File: config.mk
export PLATFORM = sky130hd
export DESIGN_NAME = serial_loaded_bank_mapper_top
export DESIGN_NICKNAME = d
export VERILOG_FILES = /design/src/design/slbm_pkg.sv /design/src/design/slbm_csr.sv /design/src/design/slbm_bank_regs.sv /design/src/design/slbm_decode.sv /design/src/design/serial_loaded_bank_mapper_top.sv
export SDC_FILE = /design/constraint.sdc
export NUM_CORES = 1
export LEC_CHECK = 0
export BUFFER_PORTS_ARGS = -buffer_cell sky130_fd_sc_hd__buf_2
export CORE_MARGIN = 2
export CORE_UTILIZATION = 55
export DETAILED_ROUTE_END_ITERATION = 8
export PLACE_DENSITY = 0.8
export SYNTH_ARGS = -nofsm -noshare
export SYNTH_HDL_FRONTEND = slang
export SYNTH_SLANG_ARGS = --single-unit
File: constraint.sdc
create_clock -name clock -period 6.4 [get_ports clock]
set_input_delay 0.64 -clock clock [delete_from_list [all_inputs] [get_ports clock]]
set_output_delay 0.64 -clock clock [all_outputs]
set_load 0.005 [all_outputs]
File: src/design/slbm_pkg.sv
package slbm_pkg;

   localparam int PRG_ADDR_BITS = 19;
   localparam int CHR_ADDR_BITS = 17;
   localparam int MEM_ADDR_W    = 19;

   localparam logic [MEM_ADDR_W-1:0] PRG_MASK = MEM_ADDR_W'((1 << PRG_ADDR_BITS) - 1);
   localparam logic [16:0]           CHR_MASK = 17'((1 << CHR_ADDR_BITS) - 1);

   localparam logic [1:0] CMD_CPU_READ  = 2'd0;
   localparam logic [1:0] CMD_CPU_WRITE = 2'd1;
   localparam logic [1:0] CMD_PPU_READ  = 2'd2;
   localparam logic [1:0] CMD_PPU_WRITE = 2'd3;

   localparam logic [2:0] TGT_NONE      = 3'd0;
   localparam logic [2:0] TGT_PRG_ROM   = 3'd1;
   localparam logic [2:0] TGT_PRG_RAM   = 3'd2;
   localparam logic [2:0] TGT_NVRAM     = 3'd3;
   localparam logic [2:0] TGT_CHR       = 3'd4;
   localparam logic [2:0] TGT_NAMETABLE = 3'd5;
   localparam logic [2:0] TGT_OPEN_BUS  = 3'd6;
   localparam logic [2:0] TGT_MAPPER    = 3'd7;

   localparam logic [2:0] REG_PRG_ROM_BANKS   = 3'd0;
   localparam logic [2:0] REG_CHR_MASK        = 3'd1;
   localparam logic [2:0] REG_PRG_RAM_BANKS   = 3'd2;
   localparam logic [2:0] REG_PRG_NVRAM_BANKS = 3'd3;
   localparam logic [2:0] REG_RAM_LAYOUT      = 3'd4;

   localparam logic [1:0] SEL_CONTROL  = 2'd0;
   localparam logic [1:0] SEL_CHR_LOW  = 2'd1;
   localparam logic [1:0] SEL_CHR_HIGH = 2'd2;
   localparam logic [1:0] SEL_PRG_PAGE = 2'd3;

   localparam logic [4:0] CONTROL_RESET = 5'h0C;
   localparam logic [4:0] PRG_MODE_3    = 5'h0C;
   localparam logic [2:0] SHIFT_DONE    = 3'd5;

   typedef struct packed {
      logic [5:0] prg_rom_banks;
      logic [4:0] chr_mask;
      logic [2:0] prg_ram_banks;
      logic [2:0] prg_nvram_banks;
      logic       ram_layout;
   } cfg_type;

   typedef struct packed {
      logic [4:0] control;
      logic [4:0] chr_low;
      logic [4:0] chr_high;
      logic [4:0] prg_page;
   } bank_type;

   typedef struct packed {
      logic [1:0]  command;
      logic [15:0] address;
      logic [7:0]  data;
      logic [31:0] cycle;
   } access_type;

endpackage

File: src/design/slbm_csr.sv
module slbm_csr
   import slbm_pkg::*;
(
   input  logic        clock,
   input  logic        reset,
   input  logic        csr_psel,
   input  logic        csr_penable,
   input  logic        csr_pwrite,
   input  logic [4:0]  csr_paddr,
   input  logic [31:0] csr_pwdata,
   output logic [31:0] csr_prdata,
   output logic        csr_pready,
   output cfg_type     cfg
);

   cfg_type    cfg_ff;
   cfg_type    cfg_in;
   logic [2:0] index;
   logic       wr_en;

   assign index      = csr_paddr[4:2];
   assign wr_en      = csr_psel && csr_penable && csr_pwrite;
   assign csr_pready = 1'b1;
   assign cfg        = cfg_ff;

   always_comb begin
      cfg_in = cfg_ff;
      if (wr_en) begin
         unique case (index)
            REG_PRG_ROM_BANKS:   cfg_in.prg_rom_banks   = csr_pwdata[5:0];
            REG_CHR_MASK:        cfg_in.chr_mask        = csr_pwdata[4:0];
            REG_PRG_RAM_BANKS:   cfg_in.prg_ram_banks   = csr_pwdata[2:0];
            REG_PRG_NVRAM_BANKS: cfg_in.prg_nvram_banks = csr_pwdata[2:0];
            REG_RAM_LAYOUT:      cfg_in.ram_layout      = csr_pwdata[0];
            default:             cfg_in = cfg_ff;
         endcase
      end
   end

   always_comb begin
      unique case (index)
         REG_PRG_ROM_BANKS:   csr_prdata = {26'd0, cfg_ff.prg_rom_banks};
         REG_CHR_MASK:        csr_prdata = {27'd0, cfg_ff.chr_mask};
         REG_PRG_RAM_BANKS:   csr_prdata = {29'd0, cfg_ff.prg_ram_banks};
         REG_PRG_NVRAM_BANKS: csr_prdata = {29'd0, cfg_ff.prg_nvram_banks};
         REG_RAM_LAYOUT:      csr_prdata = {31'd0, cfg_ff.ram_layout};
         default:             csr_prdata = 32'd0;
      endcase
   end

   always_ff @(posedge clock) begin
      if (reset) begin
         cfg_ff.prg_rom_banks   <= 6'd2;
         cfg_ff.chr_mask        <= 5'd1;
         cfg_ff.prg_ram_banks   <= 3'd1;
         cfg_ff.prg_nvram_banks <= 3'd0;
         cfg_ff.ram_layout      <= 1'b0;
      end else begin
         cfg_ff <= cfg_in;
      end
   end

endmodule

File: src/design/slbm_bank_regs.sv
module slbm_bank_regs
   import slbm_pkg::*;
(
   input  logic       clock,
   input  logic       reset,
   input  logic       step,
   input  access_type access,
   output bank_type   banks,
   output logic [4:0] control_next,
   output logic       loaded
);

   bank_type    banks_ff;
   bank_type    banks_in;
   logic [4:0]  shift_ff;
   logic [4:0]  shift_in;
   logic [2:0]  count_ff;
   logic [2:0]  count_in;
   logic [31:0] last_ff;
   logic [31:0] last_in;
   logic        serial_write;
   logic        spaced;
   logic [4:0]  shift_acc;
   logic [2:0]  count_acc;

   assign serial_write = step && (access.command == CMD_CPU_WRITE) && access.address[15];
   assign spaced       = ({1'b0, last_ff} + 33'd1) < {1'b0, access.cycle};
   assign shift_acc    = shift_ff | (5'(access.data[0]) << count_ff);
   assign count_acc    = count_ff + 3'd1;

   always_comb begin
      banks_in = banks_ff;
      shift_in = shift_ff;
      count_in = count_ff;
      last_in  = last_ff;
      loaded   = 1'b0;
      if (serial_write) begin
         if (access.data[7]) begin
            shift_in         = 5'd0;
            count_in         = 3'd0;
            banks_in.control = banks_ff.control | PRG_MODE_3;
         end else begin
            last_in = access.cycle;
            if (spaced) begin
               shift_in = shift_acc;
               count_in = count_acc;
               if (count_acc == SHIFT_DONE) begin
                  loaded   = 1'b1;
                  shift_in = 5'd0;
                  count_in = 3'd0;
                  unique case (access.address[14:13])
                     SEL_CONTROL:  banks_in.control  = shift_acc;
                     SEL_CHR_LOW:  banks_in.chr_low  = shift_acc;
                     SEL_CHR_HIGH: banks_in.chr_high = shift_acc;
                     SEL_PRG_PAGE: banks_in.prg_page = shift_acc;
                  endcase
               end
            end
         end
      end
   end

   assign banks        = banks_ff;
   assign control_next = banks_in.control;

   always_ff @(posedge clock) begin
      if (reset) begin
         banks_ff.control  <= CONTROL_RESET;
         banks_ff.chr_low  <= 5'd0;
         banks_ff.chr_high <= 5'd0;
         banks_ff.prg_page <= 5'd0;
         shift_ff          <= 5'd0;
         count_ff          <= 3'd0;
         last_ff           <= 32'd0;
      end else begin
         banks_ff <= banks_in;
         shift_ff <= shift_in;
         count_ff <= count_in;
         last_ff  <= last_in;
      end
   end

endmodule

File: src/design/slbm_decode.sv
module slbm_decode
   import slbm_pkg::*;
(
   input  access_type             access,
   input  cfg_type                cfg,
   input  bank_type               banks,
   output logic [2:0]             target,
   output logic [MEM_ADDR_W-1:0]  mem_address,
   output logic                   mem_write
);

   logic [15:0]           a;
   logic                  is_write;
   logic [3:0]            total;
   logic [1:0]            ram_bank;
   logic [15:0]           ram_off;
   logic [15:0]           ram_size;
   logic                  has_ram;
   logic                  has_nvram;
   logic                  ext;
   logic [4:0]            rom_bank;
   logic [4:0]            low_fixed;
   logic [4:0]            lmask;
   logic [5:0]            last_full;
   logic [4:0]            high_fixed;
   logic [MEM_ADDR_W-1:0] rom_off;
   logic [4:0]            chr_sel;
   logic [16:0]           chr_off;

   assign a         = access.address;
   assign is_write  = access.command[0];
   assign total     = {1'b0, cfg.prg_ram_banks} + {1'b0, cfg.prg_nvram_banks};
   assign has_ram   = cfg.prg_ram_banks != 3'd0;
   assign has_nvram = cfg.prg_nvram_banks != 3'd0;
   assign ram_size  = {cfg.prg_ram_banks, 13'd0};
   assign ram_off   = {1'b0, ram_bank, a[12:0]};

   always_comb begin
      if (cfg.ram_layout) begin
         ram_bank = {1'b0, banks.chr_low[4]};
      end else if (total == 4'd2) begin
         ram_bank = {1'b0, banks.chr_low[3]};
      end else if (total == 4'd4) begin
         ram_bank = banks.chr_low[3:2];
      end else begin
         ram_bank = 2'd0;
      end
   end

   assign ext        = (cfg.prg_rom_banks == 6'd32) && banks.chr_low[4];
   assign low_fixed  = {ext, 4'd0};
   assign lmask      = {ext, 4'hF};
   assign last_full  = cfg.prg_rom_banks - 6'd1;
   assign high_fixed = last_full[4:0] & lmask;

   always_comb begin
      rom_bank = {ext, banks.prg_page[3:0]};
      rom_off  = {rom_bank[4:1], a[14:0]};
      case (banks.control[3:2])
         2'd2: begin
            if (a < 16'hC000) rom_bank = low_fixed;
            rom_off = {rom_bank, a[13:0]};
         end
         2'd3: begin
            if (a >= 16'hC000) rom_bank = high_fixed;
            rom_off = {rom_bank, a[13:0]};
         end
         default: rom_off = {rom_bank[4:1], a[14:0]};
      endcase
   end

   assign chr_sel = (a[12] ? banks.chr_high : banks.chr_low) & cfg.chr_mask;

   always_comb begin
      if (!banks.control[4]) begin
         chr_off = {banks.chr_low[4:1] & cfg.chr_mask[4:1], a[12:0]};
      end else begin
         chr_off = {chr_sel, a[11:0]};
      end
   end

   always_comb begin
      target      = TGT_NONE;
      mem_address = '0;
      mem_write   = 1'b0;
      if (!access.command[1]) begin
         if (a < 16'h6000) begin
            target = TGT_NONE;
         end else if (a < 16'h8000) begin
            if (has_ram && has_nvram) begin
               mem_write = is_write;
               if (ram_off >= ram_size) begin
                  target      = TGT_NVRAM;
                  mem_address = {3'd0, ram_off - ram_size};
               end else begin
                  target      = TGT_PRG_RAM;
                  mem_address = {3'd0, ram_off};
               end
            end else if (has_nvram) begin
               target      = TGT_NVRAM;
               mem_address = {3'd0, ram_off};
               mem_write   = is_write;
            end else if (has_ram) begin
               target      = TGT_PRG_RAM;
               mem_address = {3'd0, ram_off};
               mem_write   = is_write;
            end else begin
               target = is_write ? TGT_NONE : TGT_OPEN_BUS;
            end
         end else if (!is_write) begin
            target      = TGT_PRG_ROM;
            mem_address = rom_off & PRG_MASK;
         end else begin
            target = TGT_MAPPER;
         end
      end else begin
         if (a < 16'h2000) begin
            target      = TGT_CHR;
            mem_address = {2'd0, chr_off & CHR_MASK};
            mem_write   = is_write;
         end else if (a < 16'h3F00) begin
            target      = TGT_NAMETABLE;
            mem_address = {6'd0, a[12:0]};
            mem_write   = is_write;
         end else begin
            target = TGT_NONE;
         end
      end
   end

endmodule

File: src/design/serial_loaded_bank_mapper_top.sv
// An accepted item is held in the input register and moves to the result register
// once that register is empty or is being taken by the receiver.
// Throughput: one item per cycle while the receiver takes each result, set by the single
// input register to result register pass; the mapper state is updated in the same pass.
// Reset is synchronous and active high; it restores all configuration and
// mapper registers to their defaults and empties both stages.
module serial_loaded_bank_mapper_top
   import slbm_pkg::*;
(
   input  logic        clock,
   input  logic        reset,
   input  logic        req_tvalid,
   output logic        req_tready,
   input  logic [55:0] req_tdata,  // address[15:0], data[23:16], cycle[55:24]
   input  logic [1:0]  req_tuser,  // command[1:0]
   output logic        rsp_tvalid,
   input  logic        rsp_tready,
   output logic [23:0] rsp_tdata,  // mem_address[18:0], mem_write[19], mirroring[21:20],
                                   // register_loaded[22], zero[23]
   output logic [2:0]  rsp_tuser,  // target[2:0]
   input  logic        csr_psel,
   input  logic        csr_penable,
   input  logic        csr_pwrite,
   input  logic [4:0]  csr_paddr,
   input  logic [31:0] csr_pwdata,
   output logic [31:0] csr_prdata,
   output logic        csr_pready
);

   cfg_type               cfg;
   bank_type              banks;
   logic [4:0]            control_next;
   logic                  loaded;
   logic [2:0]            target;
   logic [MEM_ADDR_W-1:0] mem_address;
   logic                  mem_write;
   logic                  advance;

   logic                  in_valid_ff;
   access_type            in_item_ff;
   logic                  out_valid_ff;
   logic [2:0]            out_target_ff;
   logic [MEM_ADDR_W-1:0] out_address_ff;
   logic                  out_write_ff;
   logic [1:0]            out_mirror_ff;
   logic                  out_loaded_ff;

   assign advance    = in_valid_ff && (!out_valid_ff || rsp_tready);
   assign req_tready = !in_valid_ff || advance;

   slbm_csr u_csr (
      .clock       (clock),
      .reset       (reset),
      .csr_psel    (csr_psel),
      .csr_penable (csr_penable),
      .csr_pwrite  (csr_pwrite),
      .csr_paddr   (csr_paddr),
      .csr_pwdata  (csr_pwdata),
      .csr_prdata  (csr_prdata),
      .csr_pready  (csr_pready),
      .cfg         (cfg)
   );

   slbm_bank_regs u_bank_regs (
      .clock        (clock),
      .reset        (reset),
      .step         (advance),
      .access       (in_item_ff),
      .banks        (banks),
      .control_next (control_next),
      .loaded       (loaded)
   );

   slbm_decode u_decode (
      .access      (in_item_ff),
      .cfg         (cfg),
      .banks       (banks),
      .target      (target),
      .mem_address (mem_address),
      .mem_write   (mem_write)
   );

   always_ff @(posedge clock) begin
      if (reset) begin
         in_valid_ff  <= 1'b0;
         out_valid_ff <= 1'b0;
      end else begin
         if (req_tready) in_valid_ff <= req_tvalid;
         if (advance) begin
            out_valid_ff <= 1'b1;
         end else if (rsp_tready) begin
            out_valid_ff <= 1'b0;
         end
      end
   end

   always_ff @(posedge clock) begin
      if (req_tready && req_tvalid) begin
         in_item_ff.command <= req_tuser;
         in_item_ff.address <= req_tdata[15:0];
         in_item_ff.data    <= req_tdata[23:16];
         in_item_ff.cycle   <= req_tdata[55:24];
      end
      if (advance) begin
         out_target_ff  <= target;
         out_address_ff <= mem_address;
         out_write_ff   <= mem_write;
         out_mirror_ff  <= control_next[1:0];
         out_loaded_ff  <= loaded;
      end
   end

   assign rsp_tvalid = out_valid_ff;
   assign rsp_tuser  = out_target_ff;
   assign rsp_tdata  = {1'b0, out_loaded_ff, out_mirror_ff, out_write_ff, out_address_ff};

endmodule
After elaboration in Yosys (flattened, before gate mapping). Index checks and enable logic that the tools add are counted.

Register bits after elaboration: 164. Latch bits: 0. Bits in writable memories: 0. Memory bits (read-only): 0. Bits of input ports: 102. Output and inout port bits: 62. Logic and storage cells: 149. Memories kept: 0.

Add/subtract/negate cells: 5. Multiply operators: 0. Divide/modulo/power cells: 0. Order comparisons: 8. Equality and inequality tests: 14. Shift operators: 1. Mux-type cells: 56. Bitwise operators: 7. Reductions and logical operators: 33.

Operator list (number): $mux 19 (9); $mux 5 (8); $mux 3 (13); $pmux 19 s2 (1); $mux 17 (2); $add 32x1->33 const B (1); $lt 33x32->1 (1); $lt 16x14->1 const B (2); $lt 16x16->1 const B (2); $mux 15 (2); $pmux 6 s5 (1); $reduce_and 5->1 (4); $ge 15x16->1 (1); $ge 16x16->1 const B (1); $lt 16x15->1 const B (1); $mux 16 (1); $sub 15x16->16 (1); $reduce_and 2->1 (7); $mux 13 (1); $mux 1 (12); $mux 4 (3); $and 5x5->5 (2); $eq 2x2->1 const B (4); $logic_and 1x1->1 (8); other kinds (23) (36).

Longest topological paths before layout. Gate-level depths: netlist of run 1.

Depth after elaboration: 11. Mapped depth: 16. Depth with buffers taken out: 15.

Cells and area by module. A second synthesis of run 1 with hierarchy kept.

Cells, all modules: 853. Area, all modules: 8623.3 um2.

By module, submodules not included: slbm_bank_regs (instances 1, cells an instance 495, area each 3900.0 um2, seq. area each 1201.2 um2); serial_loaded_bank_mapper_top (instances 1, cells an instance 98, area each 2652.5 um2, seq. area each 2562.5 um2); slbm_csr (instances 1, cells an instance 125, area each 1167.4 um2, seq. area each 360.3 um2); slbm_decode (instances 1, cells an instance 135, area each 903.4 um2, seq. area each 0.0 um2).

Worst setup path after synthesis of run 1. No wires, ideal clock.

Path type: flip-flop to flip-flop. From: register u_bank_regs.last_ff[11]. To: register out_mirror_ff[0] (data pin). Library setup time: 0.260 ns. Arrival: 3.310 ns. Required time: 6.140 ns. Slack: 2.830 ns. Stages on the path, launching flop included: 16. Path buffers: 2. Period minus slack after synthesis: 3.570 ns. Path through: dfxtp_1 nand4_2 or4_4 nor2_1 and3_1 xor2_1 ha_1 a21o_1 a21oi_1 o21ai_0 nor3_1 a21boi_1 buf_6 and2_4 buf_6 mux2_4.

Cells in the longest elaborated chain, start to end: 5.

Ends and longest elaborated chain: start, declared (line slbm_bank_regs.sv:19) `logic [31:0] last_ff;`; start signal, assigned (line slbm_bank_regs.sv:79) `last_ff <= last_in;`; $add 32x1->33 (line slbm_bank_regs.sv:27) `assign spaced = ({1'b0, last_ff} + 33'd1) < {1'b0, access.cycle};`; $lt 33x32->1 (line slbm_bank_regs.sv:27); $mux 19 (line slbm_bank_regs.sv:44) `if (spaced) begin`; $mux 4 (line slbm_bank_regs.sv:38) `if (access.data[7]) begin`; $mux 17 (line slbm_bank_regs.sv:37) `if (serial_write) begin`; via control_next[0] (line serial_loaded_bank_mapper_top.sv:32) `logic [4:0] control_next;`; end signal, assigned (line serial_loaded_bank_mapper_top.sv:108) `out_mirror_ff <= control_next[1:0];`; end, declared (line serial_loaded_bank_mapper_top.sv:45) `logic [1:0] out_mirror_ff;`.

The timed path passes the listed nets, and every way through them passes these cells. The select of a mux whose other input is x is not followed. A chain may end at the register's enable or synchronous reset.

Final worst setup path of run 1.
From: register u_bank_regs.last_ff[0]. To: register out_mirror_ff[0] (data pin).

The elaborated chain is that of the path after synthesis.

==> impl_results.md, run 1 <==
- Synthesis-to-finish area growth: 14.1%
- CP Launch Type: register
- Most common cell after layout, fill and taps aside: nand2_1
- Critical path capture point type: register
- Post-synthesis xor/xnor area fraction: 3.69%
- Largest net degree at the start of global routing: 83
- Clock Pin Slew Worst Setup and Hold Paths: 0.06 ns
- Total gr overflow: 0
- CP Class: register to register
- Unrepaired setup endpoints after global routing: false
- HPWL Detailed: 12,100 um
- Die H: 125 um
- Number of library cell types mapped by synthesis: 69
- Fmax: 0.223 GHz
- Die W: 125 um
- Post-CTS Setup Bufs: 0
- Final Setup Violations: 0
- Nets@finish: 1,036
- Vias per cell: 5.50
- Routed len/inst: 15.9 um
- Outcome: finished, final reports clean
- Post-DRT Antenna Nets: 0
- Starting Density: 55.9%
- Initial antenna violation count: 0
- #FFs+latches synth: 157
- CTS buffer count: 17
- VDD IR max: 0.000188 V
- Post-synth EDFFs: 78
- Clk_lat worst skew: 0.43 ns
- Worst R2R Setup Slack: 1.92 ns
- CTS tree: yes
- Die ar.: 15,600 um^2
- Hold violation count in the final report: 0
- DRT iter0 DRCs: 403
- Final Wtd Congestion: 0.876
- Post-synthesis sequential area ratio: 48.7%
- Setup TNS: 0 ns
- Ys flop type: dfxtp_1
- CTS resizes: 0
- Min-delay worst type: input port to register
- # rows: 44
- Max-slew violations: 0
- Worst Clk Skew: 0.00989 ns
- Crit path time final: 4.48 ns
- Most frequent cells in the layout: nand2_1 (110), buf_2 (101), dfxtp_1 (79)
- Warnings from Yosys: 0
- Post-synthesis mux area share: 5.95%
- Io pins: 164
- Filler cell count: 1,180
- Root buffer cell: clkbuf_16
- Synth Area in Simple Gates: 19.2%
- Worst Max-Slew Pin Slew: 1.00 ns
- Main combinational cell family by area after synthesis: simple AND/OR/NAND/NOR gates
- Antenna fix cells: 0
- # H-tree levels: 4
- Ratio of cells with drive above 1 in the final layout: 17.1%
- Vias in the first global route: 5,823
- Arrival @ worst endpoint: 4.66 ns
- Synth Cell Area: 8060 um^2
- CP required: 6.58 ns
- Post-route cell area: 9200 um^2
- Avg Inst Size Synth: 10.1 um^2
- WL final: 17,300 um
- DR DRC count: 0
- Total Routing Usage GR: 22.5%
- Sink Count: 157
- Post-synthesis adder-cell area fraction: 6.86%
- Core area: 14,400 um^2
- Input/output buffers: 101
- Compound-Gate Fraction of Synth Area: 9.10%
- Slew margin rel.: 32.8%
- Max-cap violations: 0
- Detailed Routing Iterations Pass 1: 6
- Pre-CTS WS: 2.07 ns
- Async SR Flop Fraction: 0%
- Dpl cell area: 8580 um^2
- Post-synthesis instance total: 801
- Clock Tree Buf Depth: 2
- Crit path max fanout: 11
- Pwr/cell area: 250 nW/um^2
- Static Leak: 3.78 nW
- Global-route wire length before repair: 28,400 um
- Routed via count: 5,980
- Final WS setup: 1.92 ns
- Fin crit share: 70.0%
- Post-CTS Hold Buffers: 0
power by group:
group	leakage (nW)	switching, W	total [W]	internal (W)
Sequential	1.39	0.0000211	0.00111	0.00109
Combinational	2.08	0.0000709	0.000121	0.0000497
Clock	0.300	0.000408	0.00107	0.000657
critical path, stage by stage, from the launching register on:
cell and delay (ns):
dfxtp_1 0.39, ha_1 0.22, and4_1 0.32, nand4_1 0.30, nor3_1 0.26, xor2_1 0.17
ha_1 0.26, a21oi_1 0.13, o21ai_0 0.15, a221oi_1 0.53, a21boi_0 0.16, a21boi_1 0.69
and2_4 0.34, mux2_4 0.30
worst paths after layout:
check | startpoint | end | cells past startpoint
min reg2reg | u_bank_regs.last_ff[23] | u_bank_regs.last_ff[23] | 2
max reg2reg | u_bank_regs.last_ff[0] | out_mirror_ff[0] | 13
max | u_bank_regs.last_ff[0] | out_mirror_ff[0] | 13
min | req_tdata[45] | in_item_ff[21] | 1
metrics by stage:
| stage | total power [W] | instances | hold WS (ns) | utilization, % |
|---|---|---|---|---|
| CTS | 0.00231 | 1088 | 0.376 | 63.8 |
| detailed placement | 0.00125 | 1056 | 0.447 | 59.5 |
| floorplan | 0.00121 | 827 | 0.433 | - |
| finish | 0.00230 | 1088 | 0.384 | 63.8 |
| global route | 0.00237 | 1088 | 0.365 | 63.8 |
| global placement | 0.00125 | 1056 | 0.444 | 59.5 |
cell usage after synthesis, types with 3 or more instances:
| cell | number | area (um^2) |
|---|---|---|
| dfxtp_1 | 79 | 1580 |
| nand4_1 | 14 | 87.6 |
| nor3_1 | 15 | 75.1 |
| buf_4 | 30 | 225 |
| and4_1 | 5 | 43.8 |
| edfxtp_1 | 78 | 2340 |
| and3_1 | 5 | 31.3 |
| inv_1 | 43 | 161 |
| a211o_1 | 4 | 35.0 |
| o31a_1 | 3 | 26.3 |
| ha_1 | 41 | 513 |
| or2_2 | 3 | 18.8 |
| mux2i_1 | 37 | 370 |
| nand2_1 | 110 | 413 |
| nor2b_1 | 23 | 144 |
| nand2b_1 | 28 | 175 |
| a21oi_1 | 53 | 265 |
| a31oi_1 | 3 | 18.8 |
| a221oi_1 | 3 | 26.3 |
| o21ai_0 | 13 | 65.1 |
| and2_1 | 4 | 25.0 |
| xnor2_1 | 22 | 193 |
| a22oi_1 | 5 | 37.5 |
| clkbuf_1 | 27 | 101 |
| a31o_2 | 3 | 26.3 |
| nor4b_1 | 4 | 35.0 |
| xor2_1 | 12 | 105 |
| or4_1 | 3 | 22.5 |
| a21o_1 | 5 | 37.5 |
| nand3_1 | 23 | 115 |
| nor2_1 | 48 | 180 |
| mux4_2 | 3 | 67.6 |
sequential cells by signal (all words and copies together) (netlist names):
| register | cells |
|---|---|
| in_item_ff | 52 |
| in_valid_ff | 1 |
| out_address_ff | 19 |
| out_loaded_ff | 1 |
| out_mirror_ff | 2 |
| out_write_ff | 1 |
| rsp_tuser | 3 |
| rsp_tvalid | 1 |
| u_bank_regs.banks | 19 |
| u_bank_regs.count_ff | 3 |
| u_bank_regs.last_ff | 32 |
| u_bank_regs.shift_ff | 5 |
| u_csr.cfg | 18 |
cell families after synthesis:
group	Yosys count
and+or+nand+nor	303
DFF	157
AOI/OAI and AO/OA	115
buffers and inverters	104
adders and majority gates	43
muxes	43
xor gates and xnor gates	34
other	2
cell type report:
cell class	instances	area (um^2)	area share, %
clock buffer	20	437	4.75
clock inverter	12	185	2.01
inverter	43	161	1.75
multi-input combinational	566	3720	40.4
sequential	157	3920	42.7
tap	184	230	2.50
timing repair buffer	106	543	5.90
routing by layer:
| metal | GRT usage (%) | vias to the layer above | share of wire [%] |
|---|---|---|---|
| li1 | - | 2942 | - |
| met1 | 27.0 | 2822 | 42 |
| met2 | 38.9 | 184 | 51 |
| met3 | 5.61 | 32 | 5.2 |
| met4 | 9.08 | 0 | 2.2 |
| met5 | 0 | - | 0 |
Power figures use the tool's default switching activity.
==> run 2, diff against run 1 <==
==> constraint.sdc (replaced) <==
create_clock -name clock -period 4.4 [get_ports clock]
set_input_delay 0.44 -clock clock [delete_from_list [all_inputs] [get_ports clock]]
set_output_delay 0.44 -clock clock [all_outputs]
set_load 0.005 [all_outputs]
==> run 2 against run 1 <==
Effect of this change: clock skew decreased by 0.0026 ns; via count decreased by 0.38%; sequential share of layout area about the same; global-route usage decreased by 0.45 points; worst hold slack got worse by 0.20 ns; final cell count increased by 0.37%; clock power increased by 37%; combinational power increased by 44%; register-to-register slack got worse by 1.5 ns; critical path depth increased by 1; critical endpoint is now u_bank_regs.banks[9]; largest cell class unchanged.
==> impl_results.md, run 2 (synthesized netlist as in run 1, its figures left out) <==
- Final Wtd Congestion: 0.849 (-3.0%)
- Crit path max fanout: 5 (-6)
- # rows: 44 (unchanged)
- Root buffer cell: clkbuf_16
- Max-cap violations: 0 (unchanged)
- Arrival @ worst endpoint: 4.33 ns (-0.33 ns)
- Nets@finish: 1,040 (+0.39%)
- Pre-CTS WS: 0.442 ns (-1.63 ns)
- Max-slew violations: 0 (unchanged)
- Fin crit share: 90.4% (+20 points)
- HPWL Detailed: 12,000 um (-0.99%)
- Ratio of cells with drive above 1 in the final layout: 17.5% (+0.36 points)
- CP cell instances: ha_1 -> and4_1 -> nand4_1 -> nor3_1 -> xor2_1 -> ha_1 -> a21oi_1 -> o21ai_0 -> a221oi_1 -> a21boi_0 -> a21boi_1 -> buf_4 -> and4b_1 -> mux2i_1
- Routed via count: 5,957 (-0.38%)
- Total Routing Usage GR: 22.1% (-0.45 points)
- Reg with most FFs: in_item_ff
- Post-DRT Antenna Nets: 0 (unchanged)
- Placed Cells incl. Taps: 1,060 (+0.38%)
- Hold Crit Start: req_tdata[54]
- Non-Filler Instances: 1,092 (+0.37%)
- CP Launch Type: register
- Post-CTS Setup Bufs: 0 (unchanged)
- Crit Reg-Reg Startpoint: u_bank_regs.last_ff[0]
- Total power: 0.00327 W (+42%)
- Global-route wire length before repair: 27,500 um (-3.0%)
- Clock Tree Buf Depth: 2 (unchanged)
- CTS buffer count: 17 (unchanged)
- Die ar.: 15,600 um^2 (unchanged)
- Static Leak: 3.77 nW (-0.14%)
- CP required: 4.75 ns (-1.83 ns)
- Biggest regs: in_item_ff x52, u_bank_regs.last_ff x32
- Area of the multi-input gates: 3720 um^2 (about the same)
- Input/output buffers: 101 (unchanged)
- Final WS setup: 0.423 ns (-1.50 ns)
- Slew margin rel.: 30.4% (-2.5 points)
- Post-CTS Hold Buffers: 0 (unchanged)
- Clk_lat worst skew: 0.43 ns (about the same)
- Die W: 125 um (unchanged)
- CP Class: register to register
- Worst Clk Skew: 0.00730 ns (-0.00259 ns)
- CP peak stage delay: 0.42 ns (-0.27 ns)
- Setup TNS: 0 ns (unchanged)
- Crit path time final: 3.98 ns (-0.500 ns)
- Largest net degree at the start of global routing: 53 (-36%)
- Io pins: 164 (unchanged)
- Filler cell count: 1,176 (-0.34%)
- Core area: 14,400 um^2 (unchanged)
- Max FFs per register: 52 (unchanged)
- Most common cell after layout, fill and taps aside: nand2_1
- Die H: 125 um (unchanged)
- Clock Pin Slew Worst Setup and Hold Paths: 0.06 ns (about the same)
- Most crowded layer after global routing: met2
- Final Setup Violations: 0 (unchanged)
- Routing usage on met3: 5.26% (-0.34 points)
- Hold violation count in the final report: 0 (unchanged)
- Met2 global-route usage: 38.1% (-0.77 points)
- Synthesis-to-finish area growth: 14.0% (about the same)
- Cell mode on critical path: ha_1
- Min-delay worst type: input port to register
- Fmax: 0.251 GHz (+13%)
- CP Launch Point: u_bank_regs.last_ff[0]
- Antenna fix cells: 0 (unchanged)
- Unrepaired setup endpoints after global routing: false
- # H-tree levels: 4 (unchanged)
- Met1 Usage GRT: 26.9% (-0.15 points)
- Post-layout util: 63.7% (about the same)
- WL final: 17,000 um (-1.5%)
- Sink Count: 157 (unchanged)
- Vias per cell: 5.46 (-0.75%)
- FF/Latch Area: 3920 um^2 (unchanged)
- Routed len/inst: 15.6 um (-1.9%)
- Total gr overflow: 0 (unchanged)
- Detailed Routing Iterations Pass 1: 5 (-1)
- Initial antenna violation count: 0 (unchanged)
- Pwr/cell area: 355 nW/um^2 (+42%)
- DR DRC count: 0 (unchanged)
- DRT iter0 DRCs: 418 (+3.7%)
- Most frequent cells in the layout: nand2_1 (110), buf_2 (101), dfxtp_1 (79)
- Worst Max-Slew Pin Slew: 1.04 ns (+0.0367 ns)
- Slowest cell on crit path: a221oi_1
- Outcome: finished, final reports clean
- Starting Density: 55.9% (unchanged)
- Vias in the first global route: 5,717 (-1.8%)
- VDD IR max: 0.000280 V (+49%)
- CTS tree: yes
- Critical path capture point type: register
-- run 2: metrics by stage --
| stage | hold WS [ns] | instance area [um^2] |
|---|---|---|
| after floorplan | 0.433 | 8160 |
| after global placement | 0.443 | 8610 |
| after detailed placement | 0.448 | 8610 |
| after CTS | 0.168 | 9190 |
| after global routing | 0.166 | 9190 |
| final | 0.183 | 9190 |
-- run 2: layout make-up --
class	instances	share of cell area [%]
Sequential cell	157	42.7
Inverter	43	1.76
Clock buffer	19	4.71
Timing Repair Buffer	110	6.23
Multi-Input combinational cell	566	40.5
Clock inverter	13	1.65
Tap cell	184	2.50
-- run 2: worst max-delay path, delay by kind of cell, from the launching register on --
kind,cells,cell delay (ns)
AND/OR/NAND/NOR,4,1.30
AO/OA/AOI/OAI,5,1.12
XOR/XNOR,1,0.18
adder cells (fa/ha/maj),2,0.48
flip-flops,1,0.39
multiplexers,1,0.23
buffers and inverters,1,0.19
-- run 2: what timing repair did --
item                                    4_1_cts  5_1_grt
hold endpoints to repair                      0        0
endpoints found under the setup margin        0        2
resized for setup                             0        1
-- run 2: power by group --
group / total (W) / switching (W) / leakage, nW / internal (W)
Combinational: 0.000174 / 0.000102 / 2.11 / 0.0000724
Sequential: 0.00162 / 0.0000317 / 1.39 / 0.00159
Clock: 0.00147 / 0.000589 / 0.274 / 0.000885
Total: 0.00327 / 0.000723 / 3.77 / 0.00254
-- run 2: path summary, 6_finish.rpt --
path | end | cells past startpoint | slack, ns
min | in_item_ff[30] | 1 | 0.18
min reg2reg | u_bank_regs.shift_ff[4] | 2 | 0.46
max | u_bank_regs.banks[9] | 14 | 0.42
max reg2reg | u_bank_regs.banks[9] | 14 | 0.42
-- run 2: routing by layer --
metal  wire (um)  up-vias
li1            -     2943
met1        7390     2800
met2        8340      183
met3         892       31
met4         413        0
met5           0        -
==> run 3, diff against run 2 <==
==> constraint.sdc (replaced) <==
create_clock -name clock -period 4.4 [get_ports clock]
set_input_delay 0.22 -clock clock [delete_from_list [all_inputs] [get_ports clock]]
set_output_delay 0.22 -clock clock [all_outputs]
set_load 0.005 [all_outputs]
==> run 3 against run 2 <==
Effect of this change: cell area rose by 5.7%; combinational power rose by 22%; register-to-register slack got worse by 0.05 ns; worst setup slack got worse by 0.055 ns; first-iteration DRC count rose by 9.3%; sequential share of layout area fell by 2.3 points; count of clock-buffer cells in the layout fell by 1; power rose by 1.0%; via count rose by 4.4%; sequential power barely moved; clock skew rose by 0.00060 ns; largest cell class unchanged; highest routed layer unchanged.
==> impl_results.md, run 3 (synthesized netlist as in run 1, its figures left out) <==
- Unrepaired setup endpoints after global routing: false
- Post-DRT Antenna Nets: 0 (unchanged)
- Total power: 0.00330 W (+1.0%)
- HPWL Detailed: 12,100 um (+1.0%)
- Area of the multi-input gates: 3720 um^2 (about the same)
- # H-tree levels: 4 (unchanged)
- Routed len/inst: 15.3 um (-1.8%)
- Hold violation count in the final report: 0 (unchanged)
- Max-slew violations: 0 (unchanged)
- VDD IR max: 0.000305 V (+9.0%)
- Pwr/cell area: 340 nW/um^2 (-4.4%)
- Total Routing Usage GR: 22.9% (+0.85 points)
- CP Launch Type: register
- Fmax: 0.248 GHz (-1.4%)
- CP required: 4.59 ns (-0.16 ns)
- Antenna fix cells: 0 (unchanged)
- Final Setup Violations: 0 (unchanged)
- Vias in the first global route: 6,016 (+5.2%)
- Input/output buffers: 101 (unchanged)
- Worst Clk Skew: 0.00790 ns (+0.000603 ns)
- Synthesis-to-finish area growth: 20.5%
- Crit path time final: 4.03 ns (+0.0549 ns)
- Max-cap violations: 0 (unchanged)
- Setup TNS: 0 ns (unchanged)
- Final Wtd Congestion: 0.861 (+1.4%)
- Biggest regs: in_item_ff x52, u_bank_regs.last_ff x32
- CTS tree: yes
- Starting Density: 55.9% (unchanged)
- # rows: 44 (unchanged)
- Filler cell count: 1,083 (-7.9%)
- Root buffer cell: clkbuf_16
- Routed via count: 6,219 (+4.4%)
- Die H: 125 um (unchanged)
- Global-route wire length before repair: 28,700 um (+4.5%)
- Crit path max fanout: 5 (unchanged)
- Worst Max-Slew Pin Slew: 1.03 ns (-0.00789 ns)
- Core area: 14,400 um^2 (unchanged)
- Io pins: 164 (unchanged)
- Clock Pin Slew Worst Setup and Hold Paths: 0.07 ns (about the same)
- Die W: 125 um (unchanged)
- FF/Latch Area: 3920 um^2 (unchanged)
- Final WS setup: 0.368 ns (-0.0549 ns)
- Reg with most FFs: in_item_ff
- Largest net degree at the start of global routing: 53 (unchanged)
- Ratio of cells with drive above 1 in the final layout: 16.6% (-0.95 points)
- Fin crit share: 91.6% (+1.2 points)
- Max FFs per register: 52 (unchanged)
- DRT iter0 DRCs: 457 (+9.3%)
- CTS buffer count: 17 (unchanged)
- Sink Count: 157 (unchanged)
- Critical path capture point type: register
- Total gr overflow: 0 (unchanged)
- WL final: 17,500 um (+2.9%)
- Arrival @ worst endpoint: 4.22 ns (-0.11 ns)
- Post-layout util: 67.4% (+3.6 points)
- DR DRC count: 0 (unchanged)
- Most frequent cells in the layout: nand2_1 (110), buf_2 (101), dfxtp_1 (79)
- Clk_lat worst skew: 0.43 ns (about the same)
- Clock Tree Buf Depth: 2 (unchanged)
- Outcome: finished, final reports clean
- Fin Hold WS: 0.0439 ns (-0.139 ns)
- Die ar.: 15,600 um^2 (unchanged)
- Detailed Routing Iterations Pass 1: 6 (+1)
- Vias per cell: 5.44 (-0.35%)
- Min-delay worst type: input port to register
- Nets@finish: 1,092 (+5.0%)
- Initial antenna violation count: 0 (unchanged)
- Post-CTS Setup Bufs: 0 (unchanged)
- Static Leak: 4.00 nW (+6.1%)
- Pre-CTS WS: 0.401 ns (-0.0410 ns)
- Slew margin rel.: 30.9% (+0.53 points)
- Most common cell after layout, fill and taps aside: nand2_1
- CP Class: register to register
run 3: changes by cell type in the layout (fill, tap and decap cells not counted), sizes merged:
cell and change:
dlygate4sd3 +53, inv +8, clkinv -3, clkinvlp -3, buf -1, bufinv -1, clkbuf -1
run 3: final cells by class:
class,count,area share (%)
multi-input cells,566,38.3
clock buffers,18,4.42
clock inverters,14,1.62
inverters,43,1.66
well taps,184,2.37
flip-flops and latches,157,40.4
repair buffers,162,11.3
run 3: routing by layer:
metal	GRT usage, %	part of all wire [%]	vias to the layer above
met4	8.43	2.3	0
li1	-	-	3046
met2	39.2	49	204
met3	5.99	5.5	32
met5	0	0	-
met1	28.0	43	2937
run 3: path summary, 6_finish.rpt:
path	start	to	slack (ns)	cells past startpoint
worst min register to register	u_bank_regs.last_ff[23]	u_bank_regs.last_ff[23]	0.46	2
worst max-delay path	u_bank_regs.last_ff[0]	out_mirror_ff[0]	0.37	14
worst min-delay path	csr_pwdata[5]	u_csr.cfg[17]	0.04	3
worst max register to register	u_bank_regs.last_ff[0]	out_mirror_ff[0]	0.37	14
run 3: per-stage QoR:
step | cells | area, um^2
2_1_floorplan | 827 | 8160
3_3_place_gp | 1059 | 8600
3_5_place_dp | 1059 | 8600
4_1_cts | 1144 | 9720
5_1_grt | 1144 | 9720
6_report | 1144 | 9720
run 3: repair_timing:
| action | in CTS | in global routing |
|---|---|---|
| hold buffers | 53 | 0 |
| hold endpoints to repair | 53 | 0 |
| gates resized for setup | 0 | 0 |
run 3: power breakdown:
group | internal, W | total [W] | switching [W]
clock network | 0.000850 | 0.00147 | 0.000620
registers | 0.00159 | 0.00162 | 0.0000313
logic | 0.000103 | 0.000212 | 0.000109
total | 0.00254 | 0.00330 | 0.000761
run 3: critical path, cell delays in order (launching register included):
cell and delay (ns):
dfxtp_1 0.39, ha_1 0.22, and4_1 0.30, nand4_1 0.29, nor2_1 0.35, and3_1 0.22
xor2_1 0.16, ha_1 0.27, a21o_1 0.17, a21oi_1 0.12, o21ai_0 0.15, nor3_1 0.18
a21boi_1 0.39, and2_4 0.28, mux2_4 0.30
